$ cat src/ivs_pkg.sv
`default_nettype none

package ivs_pkg;

    // Item function codes
    typedef enum logic [1:0] {
        FUNC_TICK  = 2'd0,
        FUNC_PANEL = 2'd1,
        FUNC_VALVE = 2'd2,
        FUNC_SPARE = 2'd3
    } t_func;

    // System mode
    typedef enum logic [1:0] {
        MODE_IDLE     = 2'd0,
        MODE_IGNITION = 2'd1,
        MODE_TIMEOUT  = 2'd2,
        MODE_LINK_ERR = 2'd3
    } t_mode;

    // Ignition sequencer phase
    typedef enum logic [1:0] {
        PH_IDLE    = 2'd0,
        PH_WAIT    = 2'd1,
        PH_IGNITER = 2'd2,
        PH_VALVE   = 2'd3
    } t_phase;

    // Configuration register indexes
    typedef enum logic [2:0] {
        CFG_LINK_TIMEOUT = 3'd0,
        CFG_IGNITE_WAIT  = 3'd1,
        CFG_IGNITER_ON   = 3'd2,
        CFG_BURN_TIMEOUT = 3'd3,
        CFG_CLOSED_ANGLE = 3'd4,
        CFG_OPEN_ANGLE   = 3'd5
    } t_cfg_idx;

    // Button byte bit positions
    localparam int BTN_DUMP  = 0;
    localparam int BTN_FIRE  = 1;
    localparam int BTN_FILL  = 2;
    localparam int BTN_SEP   = 3;
    localparam int BTN_CLOSE = 4;
    localparam int BTN_TEST  = 5;
    localparam int BTN_OPEN  = 6;

    // Solenoid level bit positions
    localparam int SOL_DUMP = 0;
    localparam int SOL_FILL = 1;
    localparam int SOL_SEP  = 2;

    localparam logic [15:0] AGE_MAX = 16'hFFFF;

    // Configuration reset values
    localparam logic [15:0]        LINK_TIMEOUT_RST = 16'd3000;
    localparam logic [15:0]        IGNITE_WAIT_RST  = 16'd20000;
    localparam logic [15:0]        IGNITER_ON_RST   = 16'd2000;
    localparam logic [15:0]        BURN_TIMEOUT_RST = 16'd10000;
    localparam logic signed [11:0] CLOSED_ANGLE_RST = -12'sd90;
    localparam logic signed [11:0] OPEN_ANGLE_RST   = 12'sd1350;

    typedef struct packed {
        logic [15:0]        link_timeout_ms;
        logic [15:0]        ignite_wait_ms;
        logic [15:0]        igniter_on_ms;
        logic [15:0]        burn_timeout_ms;
        logic signed [11:0] valve_closed_angle;
        logic signed [11:0] valve_open_angle;
    } t_cfg;

    typedef struct packed {
        logic [1:0] func;
        logic [7:0] button_bits;
        logic       has_payload;
    } t_item;

    typedef struct packed {
        logic               dump_out;
        logic               fill_out;
        logic               separate_out;
        logic               oxygen_out;
        logic               igniter_out;
        logic signed [11:0] angle_cmd;
        logic [1:0]         mode;
    } t_result;

    // Saturating increment of a link age or phase timer
    function automatic logic [15:0] sat_inc(input logic [15:0] v);
        sat_inc = (v == AGE_MAX) ? v : v + 16'd1;
    endfunction

endpackage

`default_nettype wire

$ cat src/ivs_if.sv
`default_nettype none

// Input item channel
interface ivs_item_if;
    logic       valid;
    logic       ready;
    logic [1:0] func;
    logic [7:0] button_bits;
    logic       has_payload;

    modport source(output valid, output func, output button_bits, output has_payload,
                   input ready);
    modport sink(input valid, input func, input button_bits, input has_payload,
                 output ready);
endinterface

// Result channel
interface ivs_result_if;
    logic               valid;
    logic               ready;
    logic               dump_out;
    logic               fill_out;
    logic               separate_out;
    logic               oxygen_out;
    logic               igniter_out;
    logic signed [11:0] angle_cmd;
    logic [1:0]         mode;

    modport source(output valid, output dump_out, output fill_out, output separate_out,
                   output oxygen_out, output igniter_out, output angle_cmd, output mode,
                   input ready);
    modport sink(input valid, input dump_out, input fill_out, input separate_out,
                 input oxygen_out, input igniter_out, input angle_cmd, input mode,
                 output ready);
endinterface

// Configuration write channel
interface ivs_cfg_if;
    logic        valid;
    logic        ready;
    logic [2:0]  index;
    logic [15:0] data;

    modport source(output valid, output index, output data, input ready);
    modport sink(input valid, input index, input data, output ready);
endinterface

`default_nettype wire

$ cat src/ivs_cfg.sv
`default_nettype none

module ivs_cfg (
    input  wire logic         i_clk,
    input  wire logic         i_rst_n,
    ivs_cfg_if.sink           i_cfg,
    output ivs_pkg::t_cfg     o_cfg
);

    ivs_pkg::t_cfg r_cfg;

    // Always take writes
    assign i_cfg.ready = 1'b1;

    // Store register writes; unknown indexes are dropped
    always_ff @(posedge i_clk) begin
        if (!i_rst_n) begin
            r_cfg.link_timeout_ms    <= ivs_pkg::LINK_TIMEOUT_RST;
            r_cfg.ignite_wait_ms     <= ivs_pkg::IGNITE_WAIT_RST;
            r_cfg.igniter_on_ms      <= ivs_pkg::IGNITER_ON_RST;
            r_cfg.burn_timeout_ms    <= ivs_pkg::BURN_TIMEOUT_RST;
            r_cfg.valve_closed_angle <= ivs_pkg::CLOSED_ANGLE_RST;
            r_cfg.valve_open_angle   <= ivs_pkg::OPEN_ANGLE_RST;
        end else if (i_cfg.valid) begin
            case (ivs_pkg::t_cfg_idx'(i_cfg.index))
                ivs_pkg::CFG_LINK_TIMEOUT: r_cfg.link_timeout_ms <= i_cfg.data;
                ivs_pkg::CFG_IGNITE_WAIT:  r_cfg.ignite_wait_ms  <= i_cfg.data;
                ivs_pkg::CFG_IGNITER_ON:   r_cfg.igniter_on_ms   <= i_cfg.data;
                ivs_pkg::CFG_BURN_TIMEOUT: r_cfg.burn_timeout_ms <= i_cfg.data;
                ivs_pkg::CFG_CLOSED_ANGLE: r_cfg.valve_closed_angle <= i_cfg.data[11:0];
                ivs_pkg::CFG_OPEN_ANGLE:   r_cfg.valve_open_angle   <= i_cfg.data[11:0];
                default: begin
                end
            endcase
        end
    end

    assign o_cfg = r_cfg;

endmodule

`default_nettype wire

$ cat src/ivs_core.sv
`default_nettype none

module ivs_core (
    input  wire logic           i_clk,
    input  wire logic           i_rst_n,
    input  wire logic           i_step,
    input  wire ivs_pkg::t_item i_item,
    input  wire ivs_pkg::t_cfg  i_cfg,
    output ivs_pkg::t_result    o_result
);

    typedef struct packed {
        ivs_pkg::t_mode     mode;
        logic               timed_out;
        logic               auto_oxy;
        logic               run_req;
        logic               man_oxy;
        logic               prev_test;
        logic [7:0]         button;
        logic [15:0]        panel_age;
        logic [15:0]        valve_age;
        ivs_pkg::t_phase    phase;
        logic [15:0]        timer;
        logic signed [11:0] angle;
        logic [2:0]         sol;
        logic               oxy_lvl;
        logic               ign_lvl;
    } t_state;

    t_state r_st;
    t_state n_st;

    // Work out the state after one item: watchdog, button rules, sequencer
    always_comb begin
        logic        alive;
        logic        running;
        logic        oxy_before;
        logic        fire;
        logic        test;
        logic [15:0] dur;
        logic [15:0] t_inc;

        n_st       = r_st;
        alive      = 1'b0;
        running    = 1'b0;
        oxy_before = 1'b0;
        fire       = r_st.button[ivs_pkg::BTN_FIRE];
        test       = r_st.button[ivs_pkg::BTN_TEST];
        dur        = i_cfg.burn_timeout_ms;
        t_inc      = ivs_pkg::sat_inc(r_st.timer);

        case (ivs_pkg::t_func'(i_item.func))
            ivs_pkg::FUNC_TICK: begin
                n_st.panel_age = ivs_pkg::sat_inc(r_st.panel_age);
                n_st.valve_age = ivs_pkg::sat_inc(r_st.valve_age);

                // Link watchdog
                alive = (n_st.panel_age < i_cfg.link_timeout_ms) &&
                        (n_st.valve_age < i_cfg.link_timeout_ms);
                if (alive) begin
                    if (n_st.mode == ivs_pkg::MODE_LINK_ERR) begin
                        n_st.mode = r_st.timed_out ? ivs_pkg::MODE_TIMEOUT
                                                   : ivs_pkg::MODE_IDLE;
                    end
                end else begin
                    n_st.mode     = ivs_pkg::MODE_LINK_ERR;
                    n_st.auto_oxy = 1'b0;
                    n_st.run_req  = 1'b0;
                    n_st.oxy_lvl  = 1'b0;
                    n_st.sol[ivs_pkg::SOL_FILL] = 1'b0;
                    n_st.ign_lvl  = 1'b0;
                end

                // Button and valve rules
                if (n_st.mode == ivs_pkg::MODE_LINK_ERR) begin
                    n_st.auto_oxy  = 1'b0;
                    n_st.run_req   = 1'b0;
                    n_st.man_oxy   = 1'b0;
                    n_st.prev_test = test;
                    n_st.sol[ivs_pkg::SOL_FILL] = 1'b0;
                    n_st.oxy_lvl   = 1'b0;
                    n_st.ign_lvl   = 1'b0;
                end else begin
                    oxy_before = n_st.auto_oxy;
                    running = (n_st.mode == ivs_pkg::MODE_IGNITION) ||
                              (fire && n_st.mode == ivs_pkg::MODE_IDLE);
                    if (!running) begin
                        n_st.sol[ivs_pkg::SOL_DUMP] = r_st.button[ivs_pkg::BTN_DUMP];
                        n_st.sol[ivs_pkg::SOL_FILL] = r_st.button[ivs_pkg::BTN_FILL];
                        n_st.sol[ivs_pkg::SOL_SEP]  = r_st.button[ivs_pkg::BTN_SEP];
                    end
                    if (fire) begin
                        if (n_st.mode == ivs_pkg::MODE_IDLE) begin
                            n_st.auto_oxy = 1'b1;
                            n_st.mode     = ivs_pkg::MODE_IGNITION;
                            n_st.run_req  = 1'b1;
                        end else if (n_st.mode == ivs_pkg::MODE_TIMEOUT) begin
                            n_st.angle = i_cfg.valve_open_angle;
                        end
                    end
                    if (r_st.button[ivs_pkg::BTN_CLOSE] && !running) begin
                        n_st.angle = i_cfg.valve_closed_angle;
                    end
                    if (r_st.button[ivs_pkg::BTN_OPEN]) begin
                        n_st.angle = i_cfg.valve_open_angle;
                    end
                    if (running) begin
                        n_st.man_oxy = 1'b0;
                    end else if (test && !r_st.prev_test) begin
                        n_st.man_oxy = 1'b1;
                    end else if (!test && r_st.prev_test) begin
                        n_st.man_oxy = 1'b0;
                    end
                    n_st.prev_test = test;
                    n_st.oxy_lvl   = oxy_before || (!running && n_st.man_oxy);
                end

                // Ignition sequencer
                if (r_st.phase == ivs_pkg::PH_IDLE) begin
                    if (n_st.run_req) begin
                        n_st.phase = ivs_pkg::PH_WAIT;
                        n_st.timer = 16'd0;
                    end
                end else begin
                    if (r_st.phase == ivs_pkg::PH_WAIT) begin
                        dur = i_cfg.ignite_wait_ms;
                    end else if (r_st.phase == ivs_pkg::PH_IGNITER) begin
                        dur = i_cfg.igniter_on_ms;
                    end
                    if (t_inc < dur) begin
                        n_st.timer = t_inc;
                    end else if (n_st.mode == ivs_pkg::MODE_LINK_ERR || !n_st.run_req) begin
                        // Abort at phase end
                        n_st.ign_lvl = 1'b0;
                        n_st.phase   = ivs_pkg::PH_IDLE;
                        n_st.timer   = 16'd0;
                    end else begin
                        n_st.timer = 16'd0;
                        if (r_st.phase == ivs_pkg::PH_WAIT) begin
                            n_st.ign_lvl = 1'b1;
                            n_st.phase   = ivs_pkg::PH_IGNITER;
                        end else if (r_st.phase == ivs_pkg::PH_IGNITER) begin
                            n_st.ign_lvl  = 1'b0;
                            n_st.angle    = i_cfg.valve_open_angle;
                            n_st.auto_oxy = 1'b0;
                            n_st.phase    = ivs_pkg::PH_VALVE;
                        end else begin
                            n_st.mode      = ivs_pkg::MODE_TIMEOUT;
                            n_st.timed_out = 1'b1;
                            n_st.run_req   = 1'b0;
                            n_st.ign_lvl   = 1'b0;
                            n_st.phase     = ivs_pkg::PH_IDLE;
                        end
                    end
                end
            end
            ivs_pkg::FUNC_PANEL: begin
                n_st.panel_age = 16'd0;
                if (i_item.has_payload) begin
                    n_st.button = i_item.button_bits;
                end
            end
            ivs_pkg::FUNC_VALVE: begin
                n_st.valve_age = 16'd0;
            end
            default: begin
            end
        endcase
    end

    // Hold state between items, advance on each step
    always_ff @(posedge i_clk) begin
        if (!i_rst_n) begin
            r_st.mode      <= ivs_pkg::MODE_IDLE;
            r_st.timed_out <= 1'b0;
            r_st.auto_oxy  <= 1'b0;
            r_st.run_req   <= 1'b0;
            r_st.man_oxy   <= 1'b0;
            r_st.prev_test <= 1'b0;
            r_st.button    <= 8'd0;
            r_st.panel_age <= 16'd0;
            r_st.valve_age <= 16'd0;
            r_st.phase     <= ivs_pkg::PH_IDLE;
            r_st.timer     <= 16'd0;
            r_st.angle     <= ivs_pkg::CLOSED_ANGLE_RST;
            r_st.sol       <= 3'd0;
            r_st.oxy_lvl   <= 1'b0;
            r_st.ign_lvl   <= 1'b0;
        end else if (i_step) begin
            r_st <= n_st;
        end
    end

    // Result of the item being stepped
    always_comb begin
        o_result.dump_out     = n_st.sol[ivs_pkg::SOL_DUMP];
        o_result.fill_out     = n_st.sol[ivs_pkg::SOL_FILL];
        o_result.separate_out = n_st.sol[ivs_pkg::SOL_SEP];
        o_result.oxygen_out   = n_st.oxy_lvl;
        o_result.igniter_out  = n_st.ign_lvl;
        o_result.angle_cmd    = n_st.angle;
        o_result.mode         = n_st.mode;
    end

endmodule

`default_nettype wire

$ cat src/ignition_valve_sequencer_top.sv
// Channel   Dir  Handshake      Payload
// i_item    in   valid/ready    func, button_bits, has_payload
// o_res     out  valid/ready    dump/fill/separate/oxygen/igniter_out, angle_cmd, mode
// i_cfg     in   valid/ready    index (0..5), data (16 bits, angles use [11:0])
//
// One item per cycle sustained while results are taken; a result passes through the
// input register, then the state update into the result register, before it is valid.
// Reset is synchronous on i_rst_n low and restores the configuration, core state and valid flags.
// A stalled result holds the result register; the input register still takes one
// more item, then i_item.ready drops until the result is taken.
// Configuration writes complete in the cycle they are offered.
`default_nettype none

module ignition_valve_sequencer_top (
    input  wire logic     i_clk,
    input  wire logic     i_rst_n,
    ivs_item_if.sink      i_item,
    ivs_result_if.source  o_res,
    ivs_cfg_if.sink       i_cfg
);

    ivs_pkg::t_cfg    w_cfg;
    ivs_pkg::t_result w_result;
    ivs_pkg::t_item   r_item;
    ivs_pkg::t_result r_out;
    logic             r_in_valid;
    logic             r_out_valid;
    logic             w_adv;
    logic             w_step;

    ivs_cfg u_cfg (
        .i_clk   (i_clk),
        .i_rst_n (i_rst_n),
        .i_cfg   (i_cfg),
        .o_cfg   (w_cfg)
    );

    ivs_core u_core (
        .i_clk    (i_clk),
        .i_rst_n  (i_rst_n),
        .i_step   (w_step),
        .i_item   (r_item),
        .i_cfg    (w_cfg),
        .o_result (w_result)
    );

    // Move a transaction forward when the result register is free or drains
    assign w_adv        = !r_out_valid || o_res.ready;
    assign w_step       = r_in_valid && w_adv;
    assign i_item.ready = !r_in_valid || w_adv;

    // Valid flags of both stages
    always_ff @(posedge i_clk) begin
        if (!i_rst_n) begin
            r_in_valid  <= 1'b0;
            r_out_valid <= 1'b0;
        end else begin
            if (i_item.ready) begin
                r_in_valid <= i_item.valid;
            end
            if (w_adv) begin
                r_out_valid <= r_in_valid;
            end
        end
    end

    // Capture input item and result payloads
    always_ff @(posedge i_clk) begin
        if (i_item.valid && i_item.ready) begin
            r_item.func        <= i_item.func;
            r_item.button_bits <= i_item.button_bits;
            r_item.has_payload <= i_item.has_payload;
        end
        if (w_step) begin
            r_out <= w_result;
        end
    end

    // Drive the result channel
    assign o_res.valid        = r_out_valid;
    assign o_res.dump_out     = r_out.dump_out;
    assign o_res.fill_out     = r_out.fill_out;
    assign o_res.separate_out = r_out.separate_out;
    assign o_res.oxygen_out   = r_out.oxygen_out;
    assign o_res.igniter_out  = r_out.igniter_out;
    assign o_res.angle_cmd    = r_out.angle_cmd;
    assign o_res.mode         = r_out.mode;

endmodule

`default_nettype wire
$ cat src/flat_wrapper.sv
// flat-port wrapper written by rule: the top's interface ports become plain ports
module ignition_valve_sequencer_top_flat 
  (i_clk, i_rst_n, i_item_valid, i_item_func, i_item_button_bits, i_item_has_payload, i_item_ready, o_res_valid, o_res_dump_out, o_res_fill_out, o_res_separate_out, o_res_oxygen_out, o_res_igniter_out, o_res_angle_cmd, o_res_mode, o_res_ready, i_cfg_valid, i_cfg_index, i_cfg_data, i_cfg_ready);
  ivs_item_if i_item_i ();
  ivs_result_if o_res_i ();
  ivs_cfg_if i_cfg_i ();
  input  wire logic i_clk;
  input  wire logic i_rst_n;
  input wire logic [$bits(i_item_i.valid)-1:0] i_item_valid;
  input wire logic [$bits(i_item_i.func)-1:0] i_item_func;
  input wire logic [$bits(i_item_i.button_bits)-1:0] i_item_button_bits;
  input wire logic [$bits(i_item_i.has_payload)-1:0] i_item_has_payload;
  output wire logic [$bits(i_item_i.ready)-1:0] i_item_ready;
  output wire logic [$bits(o_res_i.valid)-1:0] o_res_valid;
  output wire logic [$bits(o_res_i.dump_out)-1:0] o_res_dump_out;
  output wire logic [$bits(o_res_i.fill_out)-1:0] o_res_fill_out;
  output wire logic [$bits(o_res_i.separate_out)-1:0] o_res_separate_out;
  output wire logic [$bits(o_res_i.oxygen_out)-1:0] o_res_oxygen_out;
  output wire logic [$bits(o_res_i.igniter_out)-1:0] o_res_igniter_out;
  output wire logic [$bits(o_res_i.angle_cmd)-1:0] o_res_angle_cmd;
  output wire logic [$bits(o_res_i.mode)-1:0] o_res_mode;
  input wire logic [$bits(o_res_i.ready)-1:0] o_res_ready;
  input wire logic [$bits(i_cfg_i.valid)-1:0] i_cfg_valid;
  input wire logic [$bits(i_cfg_i.index)-1:0] i_cfg_index;
  input wire logic [$bits(i_cfg_i.data)-1:0] i_cfg_data;
  output wire logic [$bits(i_cfg_i.ready)-1:0] i_cfg_ready;
  assign i_item_i.valid = i_item_valid;
  assign i_item_i.func = i_item_func;
  assign i_item_i.button_bits = i_item_button_bits;
  assign i_item_i.has_payload = i_item_has_payload;
  assign i_item_ready = i_item_i.ready;
  assign o_res_valid = o_res_i.valid;
  assign o_res_dump_out = o_res_i.dump_out;
  assign o_res_fill_out = o_res_i.fill_out;
  assign o_res_separate_out = o_res_i.separate_out;
  assign o_res_oxygen_out = o_res_i.oxygen_out;
  assign o_res_igniter_out = o_res_i.igniter_out;
  assign o_res_angle_cmd = o_res_i.angle_cmd;
  assign o_res_mode = o_res_i.mode;
  assign o_res_i.ready = o_res_ready;
  assign i_cfg_i.valid = i_cfg_valid;
  assign i_cfg_i.index = i_cfg_index;
  assign i_cfg_i.data = i_cfg_data;
  assign i_cfg_ready = i_cfg_i.ready;
  ignition_valve_sequencer_top u_core (.i_clk(i_clk), .i_rst_n(i_rst_n), .i_item(i_item_i), .o_res(o_res_i), .i_cfg(i_cfg_i));
endmodule
$ cat config.mk
export PLATFORM = sky130hd
export DESIGN_NAME = ignition_valve_sequencer_top_flat
export DESIGN_NICKNAME = d
export VERILOG_FILES = /design/src/ivs_pkg.sv /design/src/ivs_if.sv /design/src/ivs_cfg.sv /design/src/ivs_core.sv /design/src/ignition_valve_sequencer_top.sv /design/src/flat_wrapper.sv
export SDC_FILE = /design/constraint.sdc
export NUM_CORES = 1
export LEC_CHECK = 0
export BUFFER_PORTS_ARGS = -buffer_cell sky130_fd_sc_hd__buf_4
export CORE_MARGIN = 2
export CORE_UTILIZATION = 30
export CTS_CLUSTER_DIAMETER = 30
export CTS_CLUSTER_SIZE = 12
export DETAILED_ROUTE_END_ITERATION = 7
export PLACE_DENSITY = 0.55
export REMOVE_ABC_BUFFERS = 1
export SETUP_SLACK_MARGIN = 0.5
export SLEW_MARGIN = 20
export SYNTH_ARGS = -nofsm -noshare
export SYNTH_HDL_FRONTEND = slang
export SYNTH_HIERARCHICAL = 1
export SYNTH_SLANG_ARGS = --single-unit
$ cat constraint.sdc
create_clock -name i_clk -period 6.95 [get_ports i_clk]
set_input_delay 1.7375 -clock i_clk [delete_from_list [all_inputs] [get_ports i_clk]]
set_output_delay 1.7375 -clock i_clk [all_outputs]
set_load 0.005 [all_outputs]
==> Yosys cells after proc, flatten, opt, wreduce, memory -nomap -nowiden <==
Index checks and enable logic that the tools add are counted.
{ "totals": {"mem_count": 0, "rom_bits": 0, "in_bits": 35, "latchBits": 0, "elab_cells": 167, "mem_bits_rw": 0, "output_inout_bits": 22, "ff_bits": 200} }
{ "op_classes": {"mul": 0, "n_reduce_logical": 38, "add_sub_neg": 3, "eq_ne": 19, "bitwise_logic": 5, "mux": 66, "magnitude_cmp": 3, "n_div": 0, "shift": 0} }
{ "ops": {"columns": ["operator", "count"], "rows": [
  ["two-way mux 16 bit", 8],
  ["two-way mux 12 bit", 10],
  ["one-hot mux 16 bit (2 select lines)", 2],
  ["two-way mux 18 bit", 3],
  ["adder 16 x 1 -> 16 bit, second input constant", 3],
  ["== test 16 bit, second input constant", 3],
  ["less-than comparator 16 bit", 3],
  ["two-way mux 2 bit", 15],
  ["two-way mux 5 bit", 4],
  ["AND reduction 2 bit", 9],
  ["two-way mux 1 bit", 17],
  ["two-way mux 17 bit", 1],
  ["two-way mux 13 bit", 1],
  ["== test 2 bit, second input constant", 6],
  ["logical AND 1 bit", 8],
  ["two-way mux 4 bit", 2],
  ["two-way mux 7 bit", 1],
  ["AND reduction 7 bit", 1],
  ["== test 2 x 1 -> 1 bit, second input constant", 3],
  ["== test 3 x 2 -> 1 bit, second input constant", 2],
  ["== test 3 bit, second input constant", 2],
  ["zero test 1 bit", 6],
  ["zero test 2 bit", 3],
  ["two-way mux 3 bit", 2],
  ["8 further kinds", 19]
]} }

==> Depth between registers and ports, before layout <==
{ "logic_depth": {"ltp_word": 20, "depth_mapped": 22, "mapped_depth_nobuf": 18} }

==> Modules after synthesis <==
Netlist, hierarchy kept.
{ "by_module_without_submodules": {"columns": ["mod", "instances", "area_each_um2", "seq_area_each_um2", "cells_each"], "rows": [
  ["ivs_core", 1, 6242.2, 1621.6, 837],
  ["ivs_cfg", 1, 3430.8, 1761.7, 325],
  ["ignition_valve_sequencer_top", 1, 1004.7, 940.9, 39]
]} }

==> Least setup slack after synthesis <==
No wires, ideal clock.
{ "synth_timing": {"kind": "register to register", "startpoint": "reg u_core/u_core/r_st[51] (netlist bit)", "endpoint": "reg u_core.r_out (netlist bit u_core/o_res.angle_cmd[10]), data pin", "stages_incl_launch_ff": 22, "arrival_time_ns": 4.405, "setup_ns": 0.251, "synth_period_minus_slack_ns": 4.656, "t_required_ns": 6.699, "slack_ns": 2.294, "path_buffers": 3, "cell_sequence": "dfxtp_1 > ha_1 > and3_1 > and2_1 > a21oi_1 > and4_1 > and2_1 > nand4_1 > xnor2_1 > ha_1 > nand4_1 > nor3_1 > o21ai_0 > or4_1 > nand3_2 > nor2_1 > or3_1 > buf_2 > and2_4 > buf_6 > a2bb2oi_1 > buf_4"} }
{ "synth_lines": {"columns": ["item", "line_no", "source"], "rows": [
  ["start, declared", "ivs_core.sv:30", "t_state r_st;"],
  ["start signal, assigned", "ivs_core.sv:190", "r_st <= n_st;"],
  ["end signal, assigned", "ignition_valve_sequencer_top.sv:75", "r_out <= w_result;"],
  ["end, declared", "ignition_valve_sequencer_top.sv:25", "ivs_pkg::t_result r_out;"]
]} }

==> flow_metrics.tcl <==
set metrics [dict create \
    multi_input_area_um2 5820 \
    cts.repair.resized 0 \
    fp.dieH_um 192 \
    drc 0 \
    cts_root_buf "clkbuf_16" \
    endpoint_kind "flip-flop" \
    place_ws_ps 1230 \
    finalPower_uw 2430 \
    tightest_slew_ps 998 \
    tns_ps 0 \
    max-slew-margin-rel_pct 33.2 \
    avgSynthCellArea_um2 8.87 \
    first_global_vias 7855 \
    rows 68 \
    start_util_pct 30.7 \
    cts_hold_buf 0 \
    status "finished clean" \
    final_nets 1286 \
    routed_via_density 4.97 \
    cp_max_fo 13 \
    switching_share_pct 24.3 \
    pwr-share-seq_pct 49.6 \
    grt_max_degree 93 \
    place_area_um2 11300 \
    path_clk_slew_ps 80 \
    finalCriticalPeriod_ps 5760 \
    post_route_cells_drive_above_1_share_pct 10.3 \
    overflow 0 \
    cts_buffer_depth 2 \
    crit_path_frequent_cell "nor2_1" \
    path_cells "ha_1, nand3_1, or4_1, nand4_1, nor2_1, nand3_1, nor2_1, xor2_1, ha_1, a211oi_1, nor2_1, a2111oi_0, o2111a_1, nand3_2, o21ai_1, nor2_1, or3b_2, a31oi_1" \
    power_frac_clock_pct 44.7 \
    cts_tree "yes" \
    htreeDepth 4 \
    vdd_ir_drop_max_mv 0.138 \
    register_area_um2 4290 \
    power.density_nw_per_um2 203 \
    first_pass_iters 7 \
    netlist_instances 1200 \
    hold_violations 0 \
    slowest_stage "o21ai_1" \
    utilization_pct 34.5 \
    arrival_ps 6040 \
    postLayoutCellArea_um2 12000 \
    hpwl_mm 18.2 \
    wire_per_inst_um 15.2 \
    drv_cap 0 \
    fill_cells 3599 \
    clock_skew_ps 13.7 \
    p_switching_uw 590 \
    core_area_um2 34700 \
    slew_viol_final 0 \
    drt_iter0_drc 581 \
    port_buffers 54 \
    yosys_warnings 6 \
    clk_latency_ps 440 \
    cpPeakStageDelay_ps 740 \
    areaGrowthSynthToFinish_pct 12.3 \
    fin_crit_sh_pct 82.9 \
    setup_viol 0 \
    dieArea_um2 37000 \
    critPathRequiredTime_ps 7230 \
    post_cts_buffers 0 \
    p_leak_uw 0.00470 \
    layout_setup_ws_ps 1190 \
    critical_path_class "flip-flop to flip-flop" \
    fp.dieW_um 192 \
    cts_buffers 17 \
    hold_path.class "flip-flop to flip-flop" \
    syn_area_um2 10600 \
    place.gp.congestion 0.795 \
    clock-sinks 200 \
    vias 8293 \
    ios 57 \
    routed_wl_mm 25.4 \
    grt_pass1_wl_mm 41.7 \
    rsz0062_at_grt "no" \
    power.internal_uw 1840 \
    start_kind "flip-flop" \
    clock.fmax_mhz 174 \
    antenna_left 0 \
    grt_usage_pct 14.2 \
    antenna_found_initial 1 \
    combPwrFrac_pct 5.7 \
]
-- final cells by class --
type | instances | area share, %
diodes | 1 | 0.0209
flip-flops and latches | 200 | 35.9
multi-input cells | 884 | 48.7
clock inverters | 14 | 1.91
inverters | 31 | 0.973
clock buffers | 18 | 3.59
well taps | 455 | 4.76
repair buffers | 66 | 4.14
-- per-layer routing --
layer	vias to the layer above	global-route usage [%]	part of all wire (%)
li1	4221	-	-
met1	3927	19.7	50
met2	129	22.7	45
met3	16	2.80	3.7
met4	0	2.91	0.86
met5	-	0	0
-- cells in the final DEF, fill, tap and decap left out, types with 3 or more instances in the layout --
cell       instances
dfxtp_1          171
nand2_1          154
nor2_1           114
mux2i_1          106
a21oi_1           76
buf_4             66
nor2b_1           53
ha_1              51
o21ai_0           45
a22oi_1           34
nand3_1           31
inv_1             30
edfxtp_1          29
xnor2_1           24
clkbuf_16         17
nand4_1           16
and3_1            16
xor2_1            14
a211oi_1          13
nor3_1            11
a31oi_1           10
nand2b_1           9
or3_1              8
o211ai_1           7
o21a_1             6
mux2_2             6
o32ai_1            6
a2bb2oi_1          6
clkinv_8           5
and2_1             5
inv_6              4
bufinv_16          3
nand4b_1           3
and4_1             3
a21o_1             3
nor4_1             3
-- power groups by stage --
stage	combinational, µW	clock, µW	sequential [µW]
finish	137	1090	1200
global route	153	1170	1210
global placement	137	0	1230
floorplan	72.8	0	1230
CTS	139	1120	1200
detailed placement	139	0	1230
-- metrics by stage --
stage          instances  hold WS (ps)
2_1_floorplan       1115           427
3_3_place_gp        1636           438
3_5_place_dp        1636           446
4_1_cts             1668           457
5_1_grt             1668           468
6_report            1669           455
-- flip-flops by register name (all words and copies together) (netlist names) --
register and count:
u_core/u_core/r_st 81, u_core/o_res.valid 1, u_core/r_item 10, u_core/o_res.fill_out 1
u_core/u_cfg/o_cfg 88, u_core/r_in_valid 1, u_core/o_res.angle_cmd 12, u_core/o_res.dump_out 1
u_core/o_res.separate_out 1, u_core/o_res.igniter_out 1, u_core/o_res.oxygen_out 1, u_core/o_res.mode 2
-- final timing paths --
path,slack (ps),depth (start not counted),start,end
hold / removal,460,2,u_core/u_core/r_st[77],u_core/u_core/r_st[77]
hold reg to reg,460,2,u_core/u_core/r_st[77],u_core/u_core/r_st[77]
setup / recovery,1190,18,u_core/u_core/r_st[35],u_core/o_res.angle_cmd[0]
setup reg to reg,1190,18,u_core/u_core/r_st[35],u_core/o_res.angle_cmd[0]
-- critical path: cells and delay by family (launching register included) --
family	cells	cell delay, ps
and+or+nand+nor	10	2400
AOI/OAI and AO/OA	5	2110
adders and majority gates	2	530
DFF	1	370
xor gates and xnor gates	1	180
(Power assumes the default switching activity.)
